==> config.mk <==
export PLATFORM = sky130hd
export DESIGN_NAME = crank_gap_decoder_spark_injection_timer_core
export DESIGN_NICKNAME = d
export VERILOG_FILES = /design/src/hw/rtl/cgd_pkg.sv /design/src/hw/rtl/cgd_prep.sv /design/src/hw/rtl/cgd_core.sv /design/src/hw/rtl/crank_gap_decoder_spark_injection_timer_core.sv
export SDC_FILE = /design/constraint.sdc
export NUM_CORES = 1
export LEC_CHECK = 0
export ABC_AREA = 1
export BUFFER_PORTS_ARGS = -buffer_cell sky130_fd_sc_hd__clkbuf_2
export CAP_MARGIN = 10
export CORE_ASPECT_RATIO = 1.75
export CORE_MARGIN = 2
export CORE_UTILIZATION = 42
export CTS_BUF_LIST = sky130_fd_sc_hd__clkbuf_16
export CTS_CLUSTER_SIZE = 8
export DETAILED_ROUTE_END_ITERATION = 8
export PLACE_DENSITY = 0.63
export SETUP_SLACK_MARGIN = 0.1
export SLEW_MARGIN = 10
export SYNTH_ARGS = -nofsm -noshare
export SYNTH_HDL_FRONTEND = slang
export SYNTH_SLANG_ARGS = --single-unit
==> constraint.sdc <==
create_clock -name clk -period 5.81 [get_ports clk]
set_input_delay 0.581 -clock clk [delete_from_list [all_inputs] [get_ports clk]]
set_output_delay 0.581 -clock clk [all_outputs]
set_load 0.005 [all_outputs]
==> src/hw/rtl/cgd_pkg.sv <==
`timescale 1ns / 1ps
// ----------------------------------------------------------------------------
// cgd_pkg
// Shared types and constants for the crank gap decoder and spark/injection timer.
// ----------------------------------------------------------------------------
package cgd_pkg;

	localparam int unsigned TIME_W   = 32;
	localparam int unsigned SHORT_W  = 16;
	localparam int unsigned ANGLE_W  = 10;
	localparam int unsigned GAP_W    = TIME_W + 5;
	localparam int unsigned IN_W     = 128;
	localparam int unsigned OUT_W    = 48;
	localparam int unsigned CFG_IDX_W = 1;

	localparam int unsigned DEGREES_PER_TOOTH_DEF = 6;

	localparam logic [ANGLE_W-1:0] ANGLE_MAX = '1;

	localparam logic [SHORT_W-1:0] COIL_CHARGE_RST = 16'd3000;
	localparam logic [SHORT_W-1:0] INJ_OPEN_RST    = 16'd1700;

	localparam logic [CFG_IDX_W-1:0] REG_COIL_CHARGE = 1'd0;
	localparam logic [CFG_IDX_W-1:0] REG_INJ_OPEN    = 1'd1;

	// per-item work carried from the input stage to the decode stage
	typedef struct packed {
		logic [TIME_W-1:0] now;
		logic [TIME_W-1:0] inj_on_thr;
		logic [TIME_W-1:0] inj_off_thr;
		logic [TIME_W-1:0] coil_on_thr;
		logic [TIME_W-1:0] coil_off_thr;
	} cgd_work_t;

	// handshake between the input stage and the decode stage
	typedef struct packed {
		logic valid;
		logic take;
	} cgd_hs_t;

endpackage

==> src/hw/rtl/cgd_prep.sv <==
`timescale 1ns / 1ps
// ----------------------------------------------------------------------------
// cgd_prep
// Config registers and input stage: unpacks an item and forms its thresholds.
// ----------------------------------------------------------------------------
module cgd_prep (
	input  logic                          clk,
	input  logic                          arst_n,
	input  logic                          cfg_we,
	input  logic [cgd_pkg::CFG_IDX_W-1:0] cfg_idx,
	input  logic [cgd_pkg::SHORT_W-1:0]   cfg_data,
	input  logic                          s_tvalid,
	output logic                          s_tready,
	input  logic [cgd_pkg::IN_W-1:0]      s_tdata,
	input  logic                          take,
	output logic                          valid_s1,
	output cgd_pkg::cgd_work_t            work_s1
);
	import cgd_pkg::*;

	logic [SHORT_W-1:0] coil_charge_q;
	logic [SHORT_W-1:0] inj_open_q;
	logic               valid_q;
	cgd_work_t          work_d;

	logic [TIME_W-1:0]  edge_time_us;
	logic [TIME_W-1:0]  inj_start_us;
	logic [SHORT_W-1:0] inj_useful_us;
	logic [TIME_W-1:0]  tdc_us;
	logic [SHORT_W-1:0] advance_us;
	logic [TIME_W-1:0]  spark_time;
	logic               accept;

	always_ff @(posedge clk or negedge arst_n) begin
		if (!arst_n) begin
			coil_charge_q <= COIL_CHARGE_RST;
			inj_open_q    <= INJ_OPEN_RST;
		end else if (cfg_we) begin
			unique case (cfg_idx)
				REG_COIL_CHARGE: coil_charge_q <= cfg_data;
				REG_INJ_OPEN:    inj_open_q    <= cfg_data;
				default: ;
			endcase
		end
	end

	assign edge_time_us  = s_tdata[31:0];
	assign inj_start_us  = s_tdata[63:32];
	assign inj_useful_us = s_tdata[79:64];
	assign tdc_us        = s_tdata[111:80];
	assign advance_us    = s_tdata[127:112];

	assign spark_time = tdc_us - {16'd0, advance_us};

	always_comb begin
		work_d.now          = edge_time_us;
		work_d.inj_on_thr   = inj_start_us;
		work_d.inj_off_thr  = inj_start_us + {16'd0, inj_open_q} + {16'd0, inj_useful_us};
		work_d.coil_on_thr  = spark_time - {16'd0, coil_charge_q};
		work_d.coil_off_thr = spark_time;
	end

	assign s_tready = !valid_q || take;
	assign accept   = s_tvalid && s_tready;

	always_ff @(posedge clk or negedge arst_n) begin
		if (!arst_n) begin
			valid_q <= 1'b0;
		end else if (s_tready) begin
			valid_q <= s_tvalid;
		end
	end

	always_ff @(posedge clk) begin
		if (accept) begin
			work_s1 <= work_d;
		end
	end

	assign valid_s1 = valid_q;

endmodule

==> src/hw/rtl/cgd_core.sv <==
`timescale 1ns / 1ps
// ----------------------------------------------------------------------------
// cgd_core
// Gap detection, angle count, phase and injector/coil windows; result register.
// ----------------------------------------------------------------------------
module cgd_core #(
	parameter int unsigned DEGREES_PER_TOOTH = cgd_pkg::DEGREES_PER_TOOTH_DEF
) (
	input  logic                      clk,
	input  logic                      arst_n,
	input  logic                      valid_s1,
	input  cgd_pkg::cgd_work_t        work_s1,
	output logic                      take,
	output logic                      m_tvalid,
	input  logic                      m_tready,
	output logic [cgd_pkg::OUT_W-1:0] m_tdata
);
	import cgd_pkg::*;

	logic [TIME_W-1:0]  last_edge_q;
	logic [GAP_W-1:0]   prev_x21_q;
	logic [ANGLE_W-1:0] angle_q;
	logic               pend_q;
	logic               phase_q;
	logic [TIME_W-1:0]  ref_q;
	logic               armed_q;
	logic               inj_q;
	logic               coil_q;
	logic               out_valid_q;
	logic [OUT_W-1:0]   out_data_q;

	logic [TIME_W-1:0]  period;
	logic [GAP_W-1:0]   period_x20;
	logic [GAP_W-1:0]   period_x21;
	logic               gap;
	logic [ANGLE_W:0]   angle_sum;
	logic [ANGLE_W-1:0] angle_d;
	logic               phase_d;
	logic               armed_d;
	logic [TIME_W-1:0]  ref_d;
	logic [TIME_W-1:0]  elapsed;
	logic               inj_d;
	logic               coil_d;
	cgd_hs_t            hs;

	assign hs.valid = valid_s1;
	assign hs.take  = valid_s1 && (!out_valid_q || m_tready);
	assign take     = hs.take;

	assign period     = work_s1.now - last_edge_q;
	assign period_x20 = {1'b0, period, 4'd0} + {3'd0, period, 2'd0};
	assign period_x21 = period_x20 + {5'd0, period};
	assign gap        = period_x20 > prev_x21_q;

	assign angle_sum = {1'b0, angle_q} + (ANGLE_W+1)'(DEGREES_PER_TOOTH);

	always_comb begin
		if (gap) begin
			angle_d = '0;
		end else if (angle_sum > {1'b0, ANGLE_MAX}) begin
			angle_d = ANGLE_MAX;
		end else begin
			angle_d = angle_sum[ANGLE_W-1:0];
		end
	end

	// pending gap restarts the reference on this edge
	assign phase_d = phase_q ^ pend_q;
	assign ref_d   = pend_q ? work_s1.now : ref_q;
	assign elapsed = pend_q ? '0 : (work_s1.now - ref_q);

	always_comb begin
		armed_d = armed_q || pend_q;
		inj_d   = inj_q;
		if (!phase_d && armed_d) begin
			if (elapsed >= work_s1.inj_on_thr) begin
				inj_d = 1'b1;
			end
			if (elapsed >= work_s1.inj_off_thr) begin
				inj_d   = 1'b0;
				armed_d = 1'b0;
			end
		end
	end

	always_comb begin
		coil_d = coil_q;
		if (elapsed >= work_s1.coil_on_thr) begin
			coil_d = 1'b1;
		end
		if (elapsed >= work_s1.coil_off_thr) begin
			coil_d = 1'b0;
		end
	end

	always_ff @(posedge clk or negedge arst_n) begin
		if (!arst_n) begin
			last_edge_q <= '0;
			prev_x21_q  <= '0;
			angle_q     <= '0;
			pend_q      <= 1'b0;
			phase_q     <= 1'b0;
			ref_q       <= '0;
			armed_q     <= 1'b0;
			inj_q       <= 1'b0;
			coil_q      <= 1'b0;
		end else if (hs.take) begin
			last_edge_q <= work_s1.now;
			prev_x21_q  <= period_x21;
			angle_q     <= angle_d;
			pend_q      <= gap;
			phase_q     <= phase_d;
			ref_q       <= ref_d;
			armed_q     <= armed_d;
			inj_q       <= inj_d;
			coil_q      <= coil_d;
		end
	end

	always_ff @(posedge clk or negedge arst_n) begin
		if (!arst_n) begin
			out_valid_q <= 1'b0;
		end else if (!out_valid_q || m_tready) begin
			out_valid_q <= hs.valid;
		end
	end

	always_ff @(posedge clk) begin
		if (hs.take) begin
			out_data_q <= {2'd0, period, gap, phase_d, angle_d, coil_d, inj_d};
		end
	end

	assign m_tvalid = out_valid_q;
	assign m_tdata  = out_data_q;

endmodule

==> src/hw/rtl/crank_gap_decoder_spark_injection_timer_core.sv <==
`timescale 1ns / 1ps
// Path: an accepted item is registered in the input stage, then in the result register.
// Throughput: one item per cycle while the result side accepts; the tooth state updates once per accepted item.
// Reset: arst_n clears all tooth, phase and drive state to zero and loads the
// config registers with 3000 us coil charge and 1700 us injector opening.
// ----------------------------------------------------------------------------
// crank_gap_decoder_spark_injection_timer_core
// Missing-tooth crank decoder with injector and ignition coil timing.
// ----------------------------------------------------------------------------
module crank_gap_decoder_spark_injection_timer_core #(
	parameter int unsigned DEGREES_PER_TOOTH = cgd_pkg::DEGREES_PER_TOOTH_DEF
) (
	input  logic                          clk,
	input  logic                          arst_n,
	input  logic                          cfg_we,
	input  logic [cgd_pkg::CFG_IDX_W-1:0] cfg_idx,
	input  logic [cgd_pkg::SHORT_W-1:0]   cfg_data,
	input  logic                          s_tvalid,
	output logic                          s_tready,
	// edge_time_us[31:0], inj_start_us[63:32], inj_useful_us[79:64],
	// tdc_us[111:80], advance_us[127:112]
	input  logic [cgd_pkg::IN_W-1:0]      s_tdata,
	output logic                          m_tvalid,
	input  logic                          m_tready,
	// injector_on[0], coil_on[1], crank_angle[11:2], cycle_phase[12],
	// gap_found[13], tooth_period_us[45:14], zero[47:46]
	output logic [cgd_pkg::OUT_W-1:0]     m_tdata
);
	import cgd_pkg::*;

	cgd_work_t work_s1;
	logic      valid_s1;
	logic      take;

	cgd_prep u_prep (
		.clk      (clk),
		.arst_n   (arst_n),
		.cfg_we   (cfg_we),
		.cfg_idx  (cfg_idx),
		.cfg_data (cfg_data),
		.s_tvalid (s_tvalid),
		.s_tready (s_tready),
		.s_tdata  (s_tdata),
		.take     (take),
		.valid_s1 (valid_s1),
		.work_s1  (work_s1)
	);

	cgd_core #(
		.DEGREES_PER_TOOTH (DEGREES_PER_TOOTH)
	) u_core (
		.clk      (clk),
		.arst_n   (arst_n),
		.valid_s1 (valid_s1),
		.work_s1  (work_s1),
		.take     (take),
		.m_tvalid (m_tvalid),
		.m_tready (m_tready),
		.m_tdata  (m_tdata)
	);

endmodule

-- Word level (Yosys, flattened, before mapping)
Index checks and enable logic that the tools add are counted.
W data, S select, Z words.
- register bits after elaboration: 356
- input bits: 150
- output and inout bits: 50
- add/sub/neg operators: 9
- magnitude comparators: 6
- multiplexer cells: 10
- bitwise operators: 2
- reductions and logical operators: 12
- operators by type and width (cell ; number):
    $ge A32 B32 Y1 ; 4
    $add A32 B16 Y32 ; 2
    $sub A32 B16 Y32 ; 2
    $sub A32 B32 Y32 ; 2
    $add A36 B34 Y37 ; 1
    $add A37 B32 Y37 ; 1
    $gt A37 B37 Y1 ; 1
    $mux W32 ; 1
    $mux W10 ; 2
    $add A10 B3 Y11 const B ; 1
    $gt A11 B10 Y1 const B ; 1
    $mux W1 ; 7
    $reduce_and A2 Y1 ; 3
    $logic_and A1 B1 Y1 ; 3
    $logic_not A1 Y1 ; 3
    $logic_or A1 B1 Y1 ; 3
    $not A1 Y1 ; 1
    $xor A1 B1 Y1 ; 1

-- Depth between registers and ports, before layout
Gate-level depths: netlist of run 1.
- depth after elaboration: 6
- depth in mapped cells: 41
- depth with buffers taken out: 41

-- By module
A second synthesis of run 1 with hierarchy kept.
- cell total of the unflattened synthesis: 3523
- area total of the unflattened synthesis: 27782.9 um^2
- by module, submodules not included (module ; times used ; cells an instance ; area each (um^2) ; seq. area each (um^2)):
    cgd_core ; 1 ; 2378 ; 17000.1 ; 4309.1
    cgd_prep ; 1 ; 1145 ; 10782.8 ; 5645.4

-- Worst setup path before layout of run 1
No wires, ideal clock.
- kind: register -> register
- start point: register, netlist name u_prep.work_s1[145]
- end point: register u_core.out_data_q[9] (netlist: u_core.m_tdata[9]) (data pin)
- data arrival time: 4.690 ns
- required time: 5.540 ns
- setup slack: 0.850 ns
- cell stages (with the launch flop): 35
- buffers on the path: 0
- period minus slack after synthesis: 4.960 ns
- cell sequence: edfxtp_1 -> ha_1 -> nand2_2 -> nor2_2 -> inv_1 -> nor2_2 -> nand3_1 -> nand3_2 -> nand2_1 -> nand2_1 -> nand3_1 -> nand2_1 -> nand3_1 -> nand2_1 -> xor2_1 -> ha_1 -> a21oi_1 -> o21a_1 -> o21ai_0 -> a221oi_1 -> nand2_1 -> nand2_1 -> nor2_1 -> ha_1 -> nand2_1 -> inv_1 -> nand3_1 -> nor4_1 -> inv_1 -> nor2_1 -> o2111ai_1 -> nand3_1 -> nand2_1 -> inv_1 -> a21oi_1
- cells in the longest elaborated chain, start to end: 4
- ends and longest elaborated chain (what ; RTL line ; text):
    $sub A32 B32 Y32 ; cgd_core.sv:50 ; assign period = work_s1.now - last_edge_q;
    via u_core.period[27] ; cgd_core.sv:32 ; logic [TIME_W-1:0] period;
    $add A36 B34 Y37 ; cgd_core.sv:51 ; assign period_x20 = {1'b0, period, 4'd0} + {3'd0, period, 2'd0};
    $gt A37 B37 Y1 ; cgd_core.sv:53 ; assign gap = period_x20 > prev_x21_q;
    via u_core.gap ; cgd_core.sv:35 ; logic gap;
    $mux W10 ; cgd_core.sv:58 ; if (gap) begin
    via u_core.angle_d[7] ; cgd_core.sv:37 ; logic [ANGLE_W-1:0] angle_d;
    end signal: assignment ; cgd_core.sv:130 ; out_data_q <= {2'd0, period, gap, phase_d, angle_d, coil_d, inj_d};
    end: declaration ; cgd_core.sv:30 ; logic [OUT_W-1:0] out_data_q;
The timed path passes the listed nets, and every way through them passes these cells.
A chain may end at the register's enable or synchronous reset.

-- Final worst setup path of run 1
- start point: register u_core.last_edge_q[0]
- end point: register u_core.prev_x21_q[36]
- cells in the longest elaborated chain, start to end: 3
- ends and longest elaborated chain (what ; RTL line ; text):
    start: declaration ; cgd_core.sv:20 ; logic [TIME_W-1:0] last_edge_q;
    start signal: assignment ; cgd_core.sv:108 ; last_edge_q <= work_s1.now;
    $sub A32 B32 Y32 (*) ; cgd_core.sv:50 ;
    via u_core.period[8] ; cgd_core.sv:32 ;
    $add A36 B34 Y37 ; cgd_core.sv:51 ;
    $add A37 B32 Y37 (*) ; cgd_core.sv:52 ; assign period_x21 = period_x20 + {5'd0, period};
    end signal: assignment ; cgd_core.sv:109 ; prev_x21_q <= period_x21;
    end: declaration ; cgd_core.sv:21 ; logic [GAP_W-1:0] prev_x21_q;
The timed path passes the listed nets; every way through them passes the cells marked *.

==> results.py, run 1 <==
metrics = {
    "layout": {
        "final_cells": 4435,
        "drive_above_1_share_pct": 17.28,
        "multi_input_area_mm2": 0.01529,
        "area_delta_synth_final_pct": 19.59,
        "fin_area_mm2": 0.03197,
        "num_antenna_cells": 0,
        "final_common_cell": "nand2_1",
        "nNetsFinal": 4093,
        "nFillCells": 6116,
        "post-route-util_pct": 50.71,
        "final_cell_mix": "625 x nand2_1, 615 x inv_1, 311 x ha_1",
        "seq_area_mm2": 0.009955,
    },
    "worst_setup_path": {
        "critPathSlowestCell": "dfrtp_1",
        "endpoint_kind": "flip-flop",
        "worstPathMaxFanout": 4,
        "critical_path_required_ps": 6280,
        "cp.arrival_ps": 5870,
        "critPathKind": "flip-flop to flip-flop",
        "slowest_delay_ps": 390,
        "cp_common_cell": "nand2_1",
        "r2r_cells": 30,
        "startpoint_type": "flip-flop",
    },
    "place": {
        "dpl.hpwl_um": 57350,
        "post_dp_cell_area_mm2": 0.02931,
        "numPortBuffers": 197,
        "gp_congestion": 0.9465,
        "dp.cells": 4295,
    },
    "floorplanning": {
        "num_rows": 122,
        "dieArea_mm2": 0.06576,
        "die_h_um": 337.7,
        "die_w_um": 194.7,
        "core_region_area_mm2": 0.06304,
        "start_util_pct": 42.40,
        "io_pins": 200,
    },
    "sta": {
        "finalMaxSlewViolations": 0,
        "rsz0062_at_grt": "false",
        "setup_viol": 0,
        "finalHoldViolCount": 3,
        "skew_ps": 22.52,
        "tightestPinTransition_ps": 1058,
        "period_share_pct": 92.86,
        "layout_min_cycle_time_ps": 5395,
        "holdWs_ps": -24.30,
        "slew_headroom_pct": 29.30,
        "maxClockFrequency_mhz": 185.4,
    },
    "routing": {
        "ant_nets": 0,
        "drt_wl_total_um": 70850,
        "vias": 22260,
        "drc": 0,
        "dr.pass1.iters": 5,
        "vias_per_cell": 5.019,
        "wire_per_inst_um": 15.97,
        "drt_iter0_drc": 768,
    },
    "clock_tree": {
        "cts_buffer_depth": 3,
        "cts_max_level": 2,
        "clk_latency_ps": 590,
        "cts.clk_slew.worst_paths_ps": 60,
        "cts_tree": "yes",
        "cts-root-buf": "clkbuf_16",
        "hold_buffers": 0,
        "numClockSinks": 356,
        "cts-buffers-inserted": 50,
    },
    "global_route": {
        "grt_overflow": 0,
        "grt_usage_pct": 21.59,
        "grt_max_degree": 99,
        "grt_pass1_vias": 22940,
        "antenna_found_initial": 2,
        "grt_pass1_wl_um": 112100,
    },
    "flow_run": {
        "drv_cap": 0,
    },
    "logic_synthesis": {
        "yosys_warnings": 0,
        "syn_inst": 3233,
        "ys.flop_type": "edfxtp_1",
        "synth_cell_types": 66,
        "synth_edf_count": 206,
        "synth.avg_cell_area_um2": 8.268,
        "ys_ff_latch": 356,
        "async_reset_ff_share_pct": 42.13,
        "netlist_area_mm2": 0.02673,
        "synth_seq_area_share_pct": 37.24,
    },
    "worst_hold_path": {
        "hold_class": "input port to async pin",
    },
    "status": {
        "violations": "hold timing",
        "status": "complete, but fails checks",
    },
}
[what timing repair did]
action                     4_1_cts  5_1_grt
gates resized for setup         43      122
setup endpoints to repair       22       26
buffers inserted                 9       39
cloned                           0        0
pin swaps                        7       46
[sequential cells by signal, indices dropped and copies added (netlist names)]
name                  count
u_core.inj_q              1
u_core.armed_q            1
u_prep.inj_open_q        16
u_core.prev_x21_q        37
u_core.m_tdata           46
u_core.ref_q             32
u_prep.work_s1          160
u_core.phase_q            1
u_prep.coil_charge_q     16
u_core.pend_q             1
u_core.angle_q           10
u_core.last_edge_q       32
u_prep.valid_s1           1
u_core.m_tvalid           1
u_core.coil_q             1
[metrics by stage]
stage / setup TNS, ps / hold WS, ps / setup WS [ps]
5_1_grt: 0 / 53.85 / 56.67
3_3_place_gp: -2535 / 463.6 / -227.9
2_1_floorplan: 0 / 285.4 / 849.9
3_5_place_dp: -4207 / 464.9 / -323.1
6_report: 0 / -24.30 / 415.0
4_1_cts: 0 / 22.72 / 102.7
[logic make-up (layout without fill, tap and decap cells)]
logic type / after synthesis / in the layout / synth area share, %
compound gates: 642 / 642 / 13.45
xor+xnor: 168 / 168 / 5.659
fa+ha+maj: 354 / 354 / 17.19
buf+inv: 624 / 1019 / 8.819
flops: 356 / 356 / 37.24
other cells: 1 / 2 / 0.01403
simple gates: 1088 / 1088 / 17.63
[per-layer routing]
metal	wire, um	part of all wire (%)	vias up	global-route usage, %
li1	-	-	11470	-
met1	26530	37	10230	21.68
met2	39010	55	374	43.86
met3	1871	2.6	179	2.275
met4	3400	4.8	4	9.984
met5	26	0.037	-	0
[synth_stat cells, types with 5 or more instances]
master,instances,area (um^2)
a211oi_1,12,90.09
a21boi_0,8,60.06
a21o_1,11,82.58
a21oi_1,248,1241
a21oi_2,7,61.31
a221oi_1,6,52.55
a31oi_1,17,106.4
clkbuf_1,29,108.9
dfrtp_1,138,3453
dfstp_2,12,315.3
edfxtp_1,206,6186
fa_1,22,440.4
ha_1,332,4154
inv_1,583,2188
inv_2,5,18.77
nand2_1,649,2436
nand2_2,24,150.1
nand3_1,100,500.5
nand3_2,11,110.1
nand4_1,53,331.6
nor2_1,170,638.1
nor2_2,12,75.07
nor2_4,5,56.30
nor3_1,34,170.2
nor4_1,7,43.79
o211ai_1,8,60.06
o21a_1,11,82.58
o21ai_0,250,1251
o21ai_1,18,90.09
o21bai_1,14,105.1
xnor2_1,58,508.0
xor2_1,106,928.4
[final timing paths]
kind	start	endpoint	slack (ps)
setup reg to reg	u_core.last_edge_q[0]	u_core.prev_x21_q[36]	410
setup / recovery	u_core.last_edge_q[0]	u_core.prev_x21_q[36]	410
hold / removal	arst_n	u_core.prev_x21_q[34]	-20
max in group asynchronous	arst_n	u_core.angle_q[6]	4560
hold reg to reg	u_prep.coil_charge_q[15]	u_prep.coil_charge_q[15]	480
min in group clk	s_tdata[6]	u_prep.work_s1[134]	170
[final cells by class]
cell class / count / area share (%)
timing repair buffer: 339 / 6.462
clock buffer: 50 / 3.914
inverter: 588 / 6.928
sequential: 356 / 31.14
clock inverter: 42 / 0.5636
tap: 806 / 3.155
multi-input combinational: 2254 / 47.84
[worst max-delay path: cells and delay by family, from the launching register on]
| family | cells | cell delay, ps |
|---|---|---|
| AND/OR/NAND/NOR | 15 | 1670 |
| AO/OA/AOI/OAI | 8 | 1390 |
| adder cells (fa/ha/maj) | 4 | 1270 |
| XOR/XNOR | 2 | 470 |
| flip-flops | 1 | 390 |
| buffers and inverters | 1 | 80 |
Power of run 1 is not shown: default switching activity piles up to over one toggle a cycle in this logic, so the estimate is an artifact.
==> run 2: changes to the inputs <==
Settings changed: CORE_UTILIZATION 42 to 31, PLACE_DENSITY 0.63 to 0.51, REMOVE_ABC_BUFFERS set to 1.
==> results.py, run 2 (same netlist as run 1, synthesis figures left out) <==
metrics = {
    "worst_setup_path": {
        "worstPathMaxFanout": 8,
        "reg2reg_to": "u_core.angle_q[4]",
        "r2r_start": "u_prep.work_s1[132]",
        "critPathSlowestCell": "edfxtp_1",
        "cp_common_cell": "nand2_1",
        "r2r_cells": 39,
        "r2r_slack_ps": 340,
        "endpoint_kind": "flip-flop",
        "critical_path_required_ps": 6300,
        "cp.arrival_ps": 5960,
        "critPathKind": "flip-flop to flip-flop",
        "startpoint_type": "flip-flop",
        "slowest_delay_ps": 420,
    },
    "sta": {
        "slew_headroom_pct": 27.23,
        "tightestPinTransition_ps": 1089,
        "maxClockFrequency_mhz": 182.8,
        "period_share_pct": 94.16,
        "skew_ps": 29.04,
        "finalMaxSlewViolations": 0,
        "layout_min_cycle_time_ps": 5471,
        "finalHoldViolCount": 0,
        "holdWs_ps": 145.1,
        "rsz0062_at_grt": "true",
        "setup_viol": 0,
    },
    "global_route": {
        "grt_usage_pct": 17.37,
        "grt_pass1_wl_um": 119000,
        "grt_overflow": 0,
        "grt_pass1_vias": 23420,
        "antenna_found_initial": 9,
        "grt_max_degree": 142,
    },
    "floorplanning": {
        "num_rows": 142,
        "io_pins": 200,
        "core_region_area_mm2": 0.08546,
        "start_util_pct": 31.28,
        "die_h_um": 392.5,
        "dieArea_mm2": 0.08869,
        "die_w_um": 226.0,
    },
    "place": {
        "gp_congestion": 0.9370,
        "dpl.hpwl_um": 62330,
        "numPortBuffers": 197,
        "dp.cells": 4710,
    },
    "layout": {
        "largest_reg_flops": 160,
        "final_cells": 4848,
        "nNetsFinal": 4154,
        "final_cell_mix": "617 x nand2_1, 604 x inv_1, 300 x ha_1",
        "area_delta_synth_final_pct": 24.15,
        "nFillCells": 8827,
        "post-route-util_pct": 38.83,
        "final_common_cell": "nand2_1",
        "drive_above_1_share_pct": 19.66,
        "registers.top_by_ff_count": "u_prep.work_s1",
    },
    "clock_tree": {
        "cts-root-buf": "clkbuf_16",
        "clk_latency_ps": 620,
        "cts-buffers-inserted": 51,
        "cts_max_level": 2,
        "cts.clk_slew.worst_paths_ps": 60,
        "cts_buffer_depth": 3,
        "cts_tree": "yes",
        "numClockSinks": 356,
    },
    "routing": {
        "drt_iter0_drc": 866,
        "ant_nets": 0,
        "vias_per_cell": 4.626,
        "drc": 0,
        "dr.pass1.iters": 4,
        "wire_per_inst_um": 15.85,
        "vias": 22430,
        "drt_wl_total_um": 76850,
    },
    "worst_hold_path": {
        "min-delay-start": "s_tdata[30]",
        "hold_class": "input port to flip-flop",
        "holdPathStages": 1,
        "holdPathEnd": "u_prep.work_s1[158]",
    },
    "flow_run": {
        "drv_cap": 0,
    },
    "status": {
        "status": "completed",
    },
}
==> run 2: through the flow <==
step	setup TNS, ps	cell area (um^2)	setup WS [ps]
3_5_place_dp	-11520	30300	-628.5
5_1_grt	0	33180	37.99
2_1_floorplan	-5960	26580	-239.8
6_report	0	33190	339.2
3_3_place_gp	-12450	30300	-665.3
4_1_cts	0	32300	108.7
==> run 2: area by class of cell <==
class                   instances  area, um^2  area share (%)
clock inverters                44       210.2          0.6334
flip-flops and latches        356        9955           30.00
well taps                    1152        1441           4.343
inverters                     588        2217           6.681
repair buffers                399        2564           7.725
multi-input cells            2254       15510           46.75
diodes                          4       10.01         0.03016
clock buffers                  51        1276           3.846
==> run 2: worst max path at each step <==
stage | from | to | depth (start not counted) | slack (ps)
3_5_place_dp | u_prep.work_s1[144] | u_core.angle_q[7] | 38 | -630
4_1_cts | u_prep.work_s1[136] | u_core.angle_q[7] | 38 | 110
3_3_place_gp | u_prep.work_s1[146] | u_core.angle_q[7] | 37 | -670
5_1_grt | u_prep.work_s1[132] | u_core.angle_q[4] | 39 | 40
2_1_floorplan | m_tready | u_core.armed_q | 6 | -240
6_report | u_prep.work_s1[132] | u_core.angle_q[4] | 39 | 340
==> run 2: timing repair <==
item | in CTS | in global routing
hold buffers | 1 | 0
pin swaps | 30 | 55
gates resized for setup | 79 | 133
setup buffers | 13 | 25
hold endpoints to repair | 55 | 0
setup endpoints to repair | 22 | 30
==> run 2: worst max-delay path, delay by kind of cell, from the launching register on <==
| kind | cells | cell delay (ps) |
|---|---|---|
| AOI/OAI and AO/OA | 6 | 580 |
| xor gates and xnor gates | 2 | 390 |
| adders and majority gates | 3 | 930 |
| buffers and inverters | 10 | 1190 |
| DFF | 1 | 420 |
| and+or+nand+nor | 18 | 1820 |
==> run 2: routing by layer <==
layer | global-route usage [%] | up-vias | wire, um
met2 | 34.75 | 345 | 42300
met4 | 8.910 | 16 | 4107
li1 | - | 11580 | -
met1 | 16.84 | 10300 | 27520
met5 | 0 | - | 109
met3 | 2.570 | 194 | 2805
Power of run 2 is left out for the same reason.
